===== src/design/rcpwc_pkg.sv =====
// ----------------------------------------------------------------------------
// rcpwc_pkg
// Shared types and constants for the RC pulse-width capture unit.
// ----------------------------------------------------------------------------
package rcpwc_pkg;

  // Channel slots carried by the pins and the result
  localparam int unsigned CH_SLOTS  = 4;
  localparam int unsigned STAMP_W   = 32;
  localparam int unsigned WIDTH_W   = 16;
  localparam int unsigned CFG_IDX_W = 1;
  localparam int unsigned CFG_DATA_W = 16;

  localparam logic [WIDTH_W-1:0] DEFAULT_MIN_WIDTH = 16'd1000;
  localparam logic [WIDTH_W-1:0] DEFAULT_MAX_WIDTH = 16'd2000;

  // Configuration register indexes
  typedef enum logic [CFG_IDX_W-1:0] {
    REG_MIN_WIDTH = 1'b0,
    REG_MAX_WIDTH = 1'b1
  } cfg_reg_e;

  // Input transaction
  typedef struct packed {
    logic [CH_SLOTS-1:0] pin_levels;
    logic [STAMP_W-1:0]  time_us;
  } in_t;

  // Result transaction
  typedef struct packed {
    logic [WIDTH_W-1:0]  width_ch0;
    logic [WIDTH_W-1:0]  width_ch1;
    logic [WIDTH_W-1:0]  width_ch2;
    logic [WIDTH_W-1:0]  width_ch3;
    logic [CH_SLOTS-1:0] updated_mask;
  } out_t;

  // Acceptance window handed to the channels
  typedef struct packed {
    logic [WIDTH_W-1:0] min_width;
    logic [WIDTH_W-1:0] max_width;
  } window_t;

endpackage


===== src/design/rcpwc_cfg_regs.sv =====
// ----------------------------------------------------------------------------
// rcpwc_cfg_regs
// Minimum and maximum pulse-width registers with their write port.
// ----------------------------------------------------------------------------
module rcpwc_cfg_regs (
  input  logic                                 clk_i,
  input  logic                                 rst_ni,
  input  logic                                 cfg_we_i,
  input  logic [rcpwc_pkg::CFG_IDX_W-1:0]      cfg_idx_i,
  input  logic [rcpwc_pkg::CFG_DATA_W-1:0]     cfg_wdata_i,
  output rcpwc_pkg::window_t                   window_o
);
  import rcpwc_pkg::*;

  logic [WIDTH_W-1:0] min_width_q, min_width_d;
  logic [WIDTH_W-1:0] max_width_q, max_width_d;

  // Decode the write
  always_comb begin
    min_width_d = min_width_q;
    max_width_d = max_width_q;
    if (cfg_we_i) begin
      case (cfg_reg_e'(cfg_idx_i))
        REG_MIN_WIDTH: min_width_d = cfg_wdata_i[WIDTH_W-1:0];
        REG_MAX_WIDTH: max_width_d = cfg_wdata_i[WIDTH_W-1:0];
        default: ;
      endcase
    end
  end

  always_ff @(posedge clk_i or negedge rst_ni) begin
    if (!rst_ni) begin
      min_width_q <= DEFAULT_MIN_WIDTH;
      max_width_q <= DEFAULT_MAX_WIDTH;
    end else begin
      min_width_q <= min_width_d;
      max_width_q <= max_width_d;
    end
  end

  assign window_o.min_width = min_width_q;
  assign window_o.max_width = max_width_q;

endmodule


===== src/design/rcpwc_channel.sv =====
// ----------------------------------------------------------------------------
// rcpwc_channel
// Edge detection, rise timestamp and filtered width for one channel.
// ----------------------------------------------------------------------------
module rcpwc_channel (
  input  logic                               clk_i,
  input  logic                               rst_ni,
  input  logic                               en_i,
  input  logic                               level_i,
  input  logic [rcpwc_pkg::STAMP_W-1:0]      now_i,
  input  rcpwc_pkg::window_t                 window_i,
  output logic [rcpwc_pkg::WIDTH_W-1:0]      width_o,
  output logic                               update_o
);
  import rcpwc_pkg::*;

  logic               last_level_q, last_level_d;
  logic [STAMP_W-1:0] rise_stamp_q, rise_stamp_d;
  logic [WIDTH_W-1:0] held_width_q, held_width_d;
  logic [STAMP_W-1:0] pulse_w;
  logic               in_window;
  logic               rise;
  logic               fall;

  // Measure the pulse modulo 2^32 and check the window
  assign rise    = level_i && !last_level_q;
  assign fall    = !level_i && last_level_q;
  assign pulse_w = now_i - rise_stamp_q;
  assign in_window = (pulse_w >= {{(STAMP_W-WIDTH_W){1'b0}}, window_i.min_width}) &&
                     (pulse_w <= {{(STAMP_W-WIDTH_W){1'b0}}, window_i.max_width});
  assign update_o = fall && in_window;

  // Advance the channel state
  always_comb begin
    last_level_d = last_level_q;
    rise_stamp_d = rise_stamp_q;
    held_width_d = held_width_q;
    if (rise) begin
      last_level_d = 1'b1;
      rise_stamp_d = now_i;
    end else if (fall) begin
      last_level_d = 1'b0;
      if (in_window) begin
        // saturate a width above the field range
        held_width_d = (pulse_w[STAMP_W-1:WIDTH_W] != '0) ? '1 : pulse_w[WIDTH_W-1:0];
      end
    end
  end

  always_ff @(posedge clk_i or negedge rst_ni) begin
    if (!rst_ni) begin
      last_level_q <= 1'b0;
      rise_stamp_q <= '0;
      held_width_q <= '0;
    end else if (en_i) begin
      last_level_q <= last_level_d;
      rise_stamp_q <= rise_stamp_d;
      held_width_q <= held_width_d;
    end
  end

  // Width after this sample
  assign width_o = held_width_d;

endmodule


===== src/design/rc_pulse_width_capture_unit.sv =====
// ----------------------------------------------------------------------------
// rc_pulse_width_capture_unit
// Captures high-pulse widths on the RC receiver channels.
// ----------------------------------------------------------------------------
// Usage:
//   Input channel (in_valid_i/in_ready_o/in_data_i): one pin sample with its
//   microsecond timestamp per transaction. Output channel (out_valid_o/
//   out_ready_i/out_data_o): one result per input transaction, holding the
//   held width of each channel and the mask of channels updated by it.
//   Configuration: cfg_we_i writes cfg_wdata_i to the register selected by
//   cfg_idx_i (0 = min width, 1 = max width); write only while idle.
//   Result path: an accepted input is held in the input register, and the
//   result register loads it once that register is free or being drained.
//   Throughput: one transaction per cycle unless the result stalls; the edge, subtract
//   and window compare of every channel sit between the input and result registers.
//   Reset: clears the channel state and both stages; the window returns to
//   1000..2000 us. No clearing pass is needed.
//   Stall: while the result waits, the input register still takes one more
//   transaction; after that in_ready_o drops until out_ready_i returns.
//   Channels at or above NUM_CHANNELS report zero width and a zero mask bit.
// ----------------------------------------------------------------------------
module rc_pulse_width_capture_unit #(
  parameter int unsigned NUM_CHANNELS = 4
) (
  input  logic                              clk_i,
  input  logic                              rst_ni,
  input  logic                              in_valid_i,
  output logic                              in_ready_o,
  input  rcpwc_pkg::in_t                    in_data_i,
  output logic                              out_valid_o,
  input  logic                              out_ready_i,
  output rcpwc_pkg::out_t                   out_data_o,
  input  logic                              cfg_we_i,
  input  logic [rcpwc_pkg::CFG_IDX_W-1:0]   cfg_idx_i,
  input  logic [rcpwc_pkg::CFG_DATA_W-1:0]  cfg_wdata_i
);
  import rcpwc_pkg::*;

  localparam int unsigned ActiveCh = (NUM_CHANNELS > CH_SLOTS) ? CH_SLOTS : NUM_CHANNELS;

  window_t             window;
  logic                in_valid_q;
  in_t                 in_q;
  logic                out_valid_q;
  out_t                out_q, out_d;
  logic                advance;
  logic [WIDTH_W-1:0]  width [CH_SLOTS];
  logic [CH_SLOTS-1:0] update;

  rcpwc_cfg_regs u_cfg (
    .clk_i       (clk_i),
    .rst_ni      (rst_ni),
    .cfg_we_i    (cfg_we_i),
    .cfg_idx_i   (cfg_idx_i),
    .cfg_wdata_i (cfg_wdata_i),
    .window_o    (window)
  );

  // Move the input register into the result register
  assign advance    = in_valid_q && (!out_valid_q || out_ready_i);
  assign in_ready_o = !in_valid_q || advance;

  always_ff @(posedge clk_i or negedge rst_ni) begin
    if (!rst_ni) begin
      in_valid_q <= 1'b0;
    end else if (in_ready_o) begin
      in_valid_q <= in_valid_i;
    end
  end

  always_ff @(posedge clk_i) begin
    if (in_ready_o && in_valid_i) begin
      in_q <= in_data_i;
    end
  end

  // Per-channel capture; unused slots read as zero
  for (genvar i = 0; i < CH_SLOTS; i++) begin : g_ch
    if (i < ActiveCh) begin : g_on
      rcpwc_channel u_ch (
        .clk_i    (clk_i),
        .rst_ni   (rst_ni),
        .en_i     (advance),
        .level_i  (in_q.pin_levels[i]),
        .now_i    (in_q.time_us),
        .window_i (window),
        .width_o  (width[i]),
        .update_o (update[i])
      );
    end else begin : g_off
      assign width[i]  = '0;
      assign update[i] = 1'b0;
    end
  end

  // Assemble the result
  always_comb begin
    out_d.width_ch0    = width[0];
    out_d.width_ch1    = width[1];
    out_d.width_ch2    = width[2];
    out_d.width_ch3    = width[3];
    out_d.updated_mask = update;
  end

  always_ff @(posedge clk_i or negedge rst_ni) begin
    if (!rst_ni) begin
      out_valid_q <= 1'b0;
    end else if (advance) begin
      out_valid_q <= 1'b1;
    end else if (out_ready_i) begin
      out_valid_q <= 1'b0;
    end
  end

  always_ff @(posedge clk_i) begin
    if (advance) begin
      out_q <= out_d;
    end
  end

  assign out_valid_o = out_valid_q;
  assign out_data_o  = out_q;

endmodule


===== config.mk =====
export PLATFORM = sky130hd
export DESIGN_NAME = rc_pulse_width_capture_unit
export DESIGN_NICKNAME = d
export VERILOG_FILES = /design/src/design/rcpwc_pkg.sv /design/src/design/rcpwc_cfg_regs.sv /design/src/design/rcpwc_channel.sv /design/src/design/rc_pulse_width_capture_unit.sv
export SDC_FILE = /design/constraint.sdc
export NUM_CORES = 1
export LEC_CHECK = 0
export BUFFER_PORTS_ARGS = -buffer_cell sky130_fd_sc_hd__clkbuf_2
export CAP_MARGIN = 40
export CORE_AREA = 10 10 266 268
export CTS_BUF_LIST = sky130_fd_sc_hd__clkbuf_4
export CTS_CLUSTER_DIAMETER = 150
export DETAILED_ROUTE_END_ITERATION = 7
export DIE_AREA = 0 0 276 278
export PLACE_DENSITY = 0.6
export SLEW_MARGIN = 15
export SYNTH_ARGS = -nofsm -noshare
export SYNTH_HDL_FRONTEND = slang
export SYNTH_SLANG_ARGS = --single-unit

===== constraint.sdc =====
create_clock -name clk_i -period 6.05 [get_ports clk_i]
set_clock_uncertainty 0.1 [all_clocks]
set_input_delay 0.3025 -clock clk_i [delete_from_list [all_inputs] [get_ports clk_i]]
set_output_delay 0.3025 -clock clk_i [all_outputs]
set_load 0.05 [all_outputs]

=== Word-level counts from Yosys, hierarchy flattened ===
Cells that the tools add are included.

* Flip-flop bits (word level): 334
* Input bits: 58
* Output and inout port bits: 70
* Logic and storage cells: 111

* $add $sub $neg: 4
* Order comparisons: 8
* Multiplexer cells: 26
* Bitwise logic cells: 1
* Reductions and logical operators: 49

{| class="wikitable"
|+ Operators with widths
! kind !! count
|-
| $mux 16 || 16
|-
| $ge 32x16->1 || 4
|-
| $le 32x16->1 || 4
|-
| $sub 32x32->32 || 4
|-
| $reduce_bool 16->1 || 4
|-
| $reduce_and 2->1 || 10
|-
| $logic_and 1x1->1 || 18
|-
| $logic_not 1->1 || 10
|-
| $mux 1 || 10
|-
| $reduce_bool 2->1 || 5
|-
| $logic_or 1x1->1 || 2
|-
| $not 1->1 || 1
|}

=== Longest topological paths before layout ===
Gate-level depths: netlist (run 1).

* Word-level depth: 6
* Mapped depth: 22
* Mapped depth without buffers: 21

=== Hierarchy ===
Synthesis (run 1) repeated with hierarchy kept, for this count alone.

* Cells, all modules: 2458
* Area total of the unflattened synthesis: 24986.5 µm²

{| class="wikitable"
|+ By module, submodules not included
! module !! instances !! cells an instance !! area an instance (µm²) !! seq. area each (µm²)
|-
| rcpwc_channel at g_ch[0].g_on.u_ch ... || 3 || 562 || 5103.6 || 1226.2
|-
| rcpwc_channel at g_ch[1].g_on.u_ch || 1 || 591 || 5181.2 || 1226.2
|-
| rc_pulse_width_capture_unit || 1 || 112 || 3226.8 || 3173.0
|-
| rcpwc_cfg_regs || 1 || 69 || 1267.5 || 815.8
|}

=== Least setup slack after synthesis (run 1) ===
No wires, ideal clock.

* Path type: register to register
* From: register in_q[9] (netlist name)
* To: register out_q, in the netlist out_data_o[11] (data pin)
* Library setup time: 0.260 ns
* Data arrival time: 4.856 ns
* Data required time: 5.690 ns
* Slack: 0.834 ns
* Stages on the path, launching flop included: 20
* Clock period less this slack: 5.216 ns
* Cell sequence: edfxtp_1 ha_1 clkbuf_1 nand3_1 a211oi_1 nor2_1 o21ai_0 xor2_1 ha_1 nand4_1 nor4_1 a21boi_0 or4b_2 a211o_1 nor4_1 nand4_1 nor4bb_1 buf_2 buf_2 mux2_2

* Cells in the longest elaborated chain, start to end: 6

{| class="wikitable"
|+ RTL lines
! item !! RTL line !! source
|-
| from (decl) || rc_pulse_width_capture_unit.sv:43 || <nowiki>in_t in_q;</nowiki>
|-
| from (signal assigned) || rc_pulse_width_capture_unit.sv:73 || <nowiki>in_q <= in_data_i;</nowiki>
|-
| $sub 32x32->32 (*) || rcpwc_channel.sv:28 || <nowiki>assign pulse_w = now_i - rise_stamp_q;</nowiki>
|-
| $ge 32x16->1, or another cell as far along || rcpwc_channel.sv:29 || <nowiki>assign in_window = (pulse_w >= {{(STAMP_W-WIDTH_W){1'b0}}, window_i.min_width}) &&</nowiki>
|-
| $logic_and 1x1->1 or $mux 16 (tied branches) || rcpwc_channel.sv:29, rcpwc_channel.sv:45 ||
|-
| $mux 16 (*) || rcpwc_channel.sv:43 || <nowiki>if (in_window) begin</nowiki>
|-
| $mux 16 (*) || rcpwc_channel.sv:41 || <nowiki>end else if (fall) begin</nowiki>
|-
| $mux 16 (*) || rcpwc_channel.sv:38 || <nowiki>if (rise) begin</nowiki>
|-
| net g_ch[3].g_on.u_ch.width_o, one bit || rcpwc_channel.sv:12 || <nowiki>output logic [rcpwc_pkg::WIDTH_W-1:0] width_o,</nowiki>
|-
| to (signal assigned) || rc_pulse_width_capture_unit.sv:117 || <nowiki>out_q <= out_d;</nowiki>
|-
| to (decl) || rc_pulse_width_capture_unit.sv:45 || <nowiki>out_t out_q, out_d;</nowiki>
|}

Mark *: on every way through the listed nets, which the timed path passes. The rest lies on a longest branch.
A chain may end at the register's enable or synchronous reset.

=== Worst setup path in the final report (run 1) ===
* From: register in_q[4] (netlist name)
* To: register g_ch[2].g_on.u_ch.held_width_q[13]

* Cells in the longest elaborated chain, start to end: 6

{| class="wikitable"
|+ RTL lines
! item !! RTL line !! source
|-
| $sub 32x32->32 (*) || rcpwc_channel.sv:28 ||
|-
| $ge 32x16->1, or another cell as far along || rcpwc_channel.sv:29 ||
|-
| $logic_and 1x1->1 or $mux 16 (tied branches) || rcpwc_channel.sv:29, rcpwc_channel.sv:45 ||
|-
| $mux 16 (*) || rcpwc_channel.sv:43 ||
|-
| $mux 16 (*) || rcpwc_channel.sv:41 ||
|-
| $mux 16 (*) || rcpwc_channel.sv:38 ||
|-
| to (signal assigned) || rcpwc_channel.sv:58 || <nowiki>held_width_q <= held_width_d;</nowiki>
|-
| to (decl) || rcpwc_channel.sv:19 || <nowiki>logic [WIDTH_W-1:0] held_width_q, held_width_d;</nowiki>
|}

Mark *: on every way between the ends. The rest lies on a longest branch, timed or not.

==> results of run 1 <==
==> kinds of logic (layout without fill, tap and decap cells) <==
family | Yosys count | in the layout | synth area share (%)
XOR/XNOR | 87 | 87 | 3.19
flip-flops | 334 | 334 | 37.2
AO/OA/AOI/OAI | 594 | 594 | 15.9
buffers and inverters | 284 | 690 | 4.73
multiplexers | 271 | 271 | 12.9
AND/OR/NAND/NOR | 557 | 557 | 12.2
adder cells (fa/ha/maj) | 264 | 264 | 13.9
other | 0 | 1 | 0
==> registers in the layout (all words and copies together), names as in the netlist <==
register	flops
g_ch.g_on.u_ch.rise_stamp_q	128
out_data_o	68
g_ch.g_on.u_ch.held_width_q	64
in_q	36
u_cfg.max_width_q	16
u_cfg.min_width_q	16
g_ch.g_on.u_ch.last_level_q	4
in_valid_q	1
out_valid_o	1
==> synth_stat cells, drive strengths merged (43+ instances only) <==
cell type and count:
nand2 171, inv 199, xnor2 52, clkbuf 60, o21ai 137, edfxtp 104, a21oi 192, dfrtp 218
nand4 58, mux2 250, ha 260, nor2 96, a21o 60, nand3 43
==> metrics by stage <==
| step | instance area (µm²) | hold WS (ps) |
|---|---|---|
| finish | 28400 | 77.2 |
| global route | 28400 | 35.2 |
| floorplan | 23900 | -93.1 |
| CTS | 28200 | 3.75 |
| detailed placement | 26100 | 241 |
| global placement | 26000 | 228 |
==> per-layer routing <==
layer	vias to the layer above	track usage [%]
met2	582	31.5
met3	128	3.12
met4	0	7.03
met5	-	0
met1	9932	27.3
li1	9530	-
==> cell type report <==
cell class,count,area (µm²),share of cell area [%]
multi-input combinational,1773,14000,49.4
sequential,334,8890,31.4
timing repair buffer,317,2400,8.47
tap,864,1080,3.81
clock buffer,142,1070,3.76
inverter,199,748,2.64
clock inverter,32,151,0.534
antenna,1,2.50,0.00882
==> power groups by stage <==
stage          Sequential (mW)  Clock, mW  Combinational (mW)
2_1_floorplan             3.19          0                6.62
3_3_place_gp              3.17          0                9.72
3_5_place_dp              3.19          0                9.94
4_1_cts                   3.15       2.21                10.1
5_1_grt                   3.22       2.35                11.3
6_report                  3.15       2.13                10.3
==> worst max path at each step <==
stage / startpoint / cells past startpoint / end / slack, ps
finish: in_q[4] / 20 / g_ch[2].g_on.u_ch.held_width_q[13] / 270
floorplan: in_q[9] / 19 / out_data_o[11] / 830
CTS: in_q[1] / 19 / out_data_o[17] / 70
detailed placement: in_q[0] / 24 / out_data_o[51] / -20
global route: in_q[4] / 20 / g_ch[2].g_on.u_ch.held_width_q[14] / -8
global placement: in_q[0] / 24 / out_data_o[38] / 90
==> critical path, stage by stage (launching register included) <==
cell and delay (ps):
edfxtp_1 520, ha_1 410, a21oi_1 400, a31oi_1 230, o21ai_0 270, nand2_1 100
xor2_1 150, buf_4 180, ha_1 290, o21a_1 130, o2bb2ai_1 180, a211o_1 300
a2111oi_0 340, and4_1 250, o2111ai_1 130, and4b_1 280, nand4_1 110, buf_4 200
or4_1 480, buf_4 230, mux2_1 330
==> repair_timing <==
item,4_1_cts,5_1_grt
setup endpoints to repair,32,109
gates resized for setup,1,22
pin swaps,0,3
buffers inserted,0,7
hold endpoints to repair,172,0
hold buffers,83,0
==> flow_summary.ini, run 1 <==
[global_routing]
grt.total_usage_pct = 19.9
grt_max_degree = 151
grt_pass1_vias = 20200
grt-ovfl-total = 0
grt_pass1_wl_um = 121000
antenna_found_initial = 1

[placement]
dp.cells = 3396
io_buffers = 127
place_hpwl_um = 59300
dpl_worst_slack_ps = -20.1
finalWeightedCongestion = 0.932

[pwr]
combPwrFrac_pct = 66.1
clkPwrFrac_pct = 13.7
peakVddDrop_uv = 206
p_switching_mw = 7.55
p_int_mw = 8.03
p_seq_share_pct = 20.2
power.leakage_nw = 13.1
power.density_nw_per_um2 = 549
p_sw_share_pct = 48.5
power.total_mw = 15.6

[synthesis]
syn_inst = 2391
ys_async_sr_fraction_pct = 68.9
synth_edf_count = 104
ys_ff_latch = 334
ys_seq_area_share_pct = 37.2
synthFlopType = dfrtp_1
yosys.area.top_type = dfrtp_1
netlist.area_leader.share_pct = 22.8
yosys.cell_types.count = 94
syn_nets = 2713
synth_area_per_cell_um2 = 10.0
yosysWarnings = 0
ys_top_cells_by_area = dfrtp_1, ha_1, edfxtp_1, mux2_2, a21oi_1
syn-cell-area_um2 = 23900

[sta]
min_period_ps = 5780
period_share_pct = 95.5
report.final.slew_viol_count = 0
worst_slack_ps = 271
fmax_mhz = 173
setup_tns_ps = 0
finalHoldViolations = 0
relSlewSlack_pct = 37.4
setup_violations = 0
tightest_slew_ps = 938

[clock_network]
cts_buffer_depth = 3
h-tree-depth = 3
cts_made_buffers = 95
cts_tree = done
worstSkewPairLatency_ps = 870
root_buffer = clkbuf_4
path_clk_slew_ps = 70
cts.sinks = 334

[finish]
final_core_util_pct = 43.4
fin_nets = 3042
final_common_cell = ha_1
mostFrequentLayoutCells = ha_1, mux2_2, dfrtp_1
drive_above_1_share_pct = 24.9
area_growth_syn_to_layout_pct = 18.6
layoutNonFillerInstCount = 3662
fillers = 6305

[worst_setup_path]
cp_max_fo = 16
crit_path_start_kind = register
worst_setup_path_end_kind = register
r2r_end = g_ch[2].g_on.u_ch.held_width_q[13]
rrSetupSlack_ps = 270
rr_startpoint = in_q[4]
arrival_ps = 6390
path_class = register to register
required_ps = 6670
reg2reg_depth = 20

[min_path]
worstHoldStart = in_data_i[26]
holdPathStages = 2
worstHoldPathType = input pin to register
min_to = in_q[26]

[floorplanning]
initial_core_util_pct = 36.6
die_area_um2 = 76700
die-height_um = 278
rows = 94
design.core.area_um2 = 65400
ios = 128
die_w_um = 276

[routing]
antenna_left = 0
vias = 20200
topRoutingLayerUsed = met4
post_drt_via_cell_ratio = 5.51
drtPass1Iterations = 5
drtIter0Drc = 1468
wl_per_cell_um = 21.4
wl_met2_um = 35200
met1Wirelength_um = 36800
met3_length_um = 3970
routed_wl_um = 78200
drc_errors = 0

[status]
status = finished clean

[flow_run]
drv_cap = 0
No activity file was read; power rests on OpenSTA's default activity.
==> inputs of run 2 (changes only) <==
CORE_AREA = 10 10 218 220   (was 10 10 266 268)
DIE_AREA = 0 0 228 230   (was 0 0 276 278)
PLACE_DENSITY = 0.81   (was 0.6)
==> run 2 against run 1 <==
  * Critical endpoint is now g_ch[2].g_on.u_ch.held_width_q[14]
  * Power is 0.33% lower
  * Critical path depth is 2 higher
  * Non-clock buffer count is 4 lower
  * Clock power hardly changed
  * Highest routed layer is now met5
  * Wire length is 3.3% lower
  * Via count is 2.0% higher
  * Hold slack better by 13 ps
  * Flip-flop and latch count stayed put
  * Count of clock-buffer cells in the layout is 14 lower
==> flow_summary.ini, run 2 (same netlist as run 1, synthesis figures left out) <==
[sta]
fmax_mhz = 171
fin_hold_ws_ps = 90.3
setup_violations = 0
min_period_ps = 5850
setup_tns_ps = 0
finalHoldViolations = 0
tightest_slew_ps = 1040
relSlewSlack_pct = 30.5
period_share_pct = 96.7
report.final.slew_viol_count = 0

[floorplanning]
die-height_um = 230
design.core.area_um2 = 42900
rows = 76
die_w_um = 228
initial_core_util_pct = 55.8
die_area_um2 = 52400
ios = 128

[worst_setup_path]
arrival_ps = 6410
cp_max_fo = 16
startpoint = in_q[5]
path_class = register to register
path_cells = buf_4 > ha_2 > o21ai_0 > a211o_1 > a31oi_1 > o21ai_0 > nand2_1 > xor2_1 > buf_4 > ha_1 > nor3_1 > o2bb2ai_1 > a211o_1 > a2111oi_0 > and4_1 > o2111ai_1 > and4b_1 > nand4_1 > buf_4 > or4_1 > buf_4 > mux2_1
reg2reg_depth = 22
crit_path_frequent_cell = buf_4
rr_startpoint = in_q[5]
crit_path_start_kind = register
cp-endpoint = g_ch[2].g_on.u_ch.held_width_q[14]
critical-path-max-stage-delay_ps = 490
required_ps = 6610
slowest_stage = edfxtp_1
worst_setup_path_end_kind = register
rrSetupSlack_ps = 200
r2r_end = g_ch[2].g_on.u_ch.held_width_q[14]

[global_routing]
antenna_found_initial = 3
grt_pass1_wl_um = 118000
grt_max_degree = 157
grt.total_usage_pct = 28.3
grt_pass1_vias = 20600
grt-ovfl-total = 0

[finish]
final-seq-area_um2 = 8890
final_common_cell = ha_1
final_core_util_pct = 64.9
drive_above_1_share_pct = 24.1
top_register = g_ch.g_on.u_ch.rise_stamp_q
fillers = 3478
area_growth_syn_to_layout_pct = 16.3
multiInputGateArea_um2 = 13900
fin_nets = 3034
mostFrequentLayoutCells = ha_1, mux2_2, dfrtp_1
largest_register_ffs = 128

[routing]
post_drt_via_cell_ratio = 6.09
routed_wl_um = 75600
antenna_left = 0
drtPass1Iterations = 8
drc_errors = 0
drtIter0Drc = 1877
wl_per_cell_um = 22.4
vias = 20600

[clock_network]
cts_buffer_depth = 3
root_buffer = clkbuf_4
cts_made_buffers = 91
worstSkewPairLatency_ps = 850
h-tree-depth = 3
cts_tree = done
path_clk_slew_ps = 70
cts.sinks = 334

[min_path]
worstHoldPathType = input pin to register
worstHoldStart = in_data_i[32]
holdPathStages = 2

[pwr]
peakVddDrop_uv = 247
power.leakage_nw = 13.0
power.density_nw_per_um2 = 558
power.total_mw = 15.5

[flow_run]
drv_cap = 0

[placement]
io_buffers = 127
place_hpwl_um = 56200
finalWeightedCongestion = 0.973

[status]
status = finished clean
run 2: cell types whose count changed in the layout (fill, tap and decap cells not counted), sizes merged:
cell / change
clkbuf: -14
clkinv: +10
dlygate4sd3: -3
bufinv: +2
inv: -2
buf: -1
clkinvlp: +1
run 2: where the power goes:
group / leakage (nW) / internal (mW) / switching (mW)
clock: 0.706 / 1.07 / 1.03
sequential: 3.80 / 2.86 / 0.295
combinational: 8.52 / 4.08 / 6.19
run 2: per-stage QoR:
stage,cells,worst slack [ps],instance area (µm²)
2_1_floorplan,2391,834,23900
3_3_place_gp,3119,315,25700
3_5_place_dp,3121,98.1,25700
4_1_cts,3372,172,27800
5_1_grt,3376,-11.5,27800
6_report,3376,201,27800
run 2: final cells by class:
cell class	instances	share of cell area (%)
Inverter	199	2.68
Timing Repair Buffer	313	8.29
Clock inverter	43	0.850
Antenna cell	1	0.00899
Clock buffer	128	3.45
Tap cell	585	2.63
Multi-Input combinational cell	1773	50.1
Sequential cell	334	32.0
run 2: repair_timing:
item,in CTS,in global routing
setup endpoints to repair,1,76
hold buffers,80,0
buffers inserted,0,3
hold endpoints to repair,159,0
pin swaps,0,3
resized for setup,1,7
run 2: critical path, delay by kind of cell, from the launching register on:
family	cells	cell delay (ps)
compound gates	8	1820
buf+inv	4	810
mux	1	330
flops	1	490
fa+ha+maj	2	610
xor+xnor	1	190
simple gates	6	1320
run 2: routing by layer:
metal  track usage, %  share of wire [%]  up-vias
li1                 -                  -     9503
met1             36.5                 43    10100
met2             45.3                 46      785
met3             4.85                6.4      176
met4             14.0                4.7        2
met5                0              0.017        -
run 2: how the worst min path moves through the flow:
stage | endpoint | slack, ps
after floorplan | g_ch[0].g_on.u_ch.held_width_q[0] | -90
after global placement | in_valid_q | 200
after detailed placement | g_ch[1].g_on.u_ch.rise_stamp_q[24] | 210
after CTS | in_q[19] | 10
after global routing | in_q[32] | 60
final | in_q[32] | 90
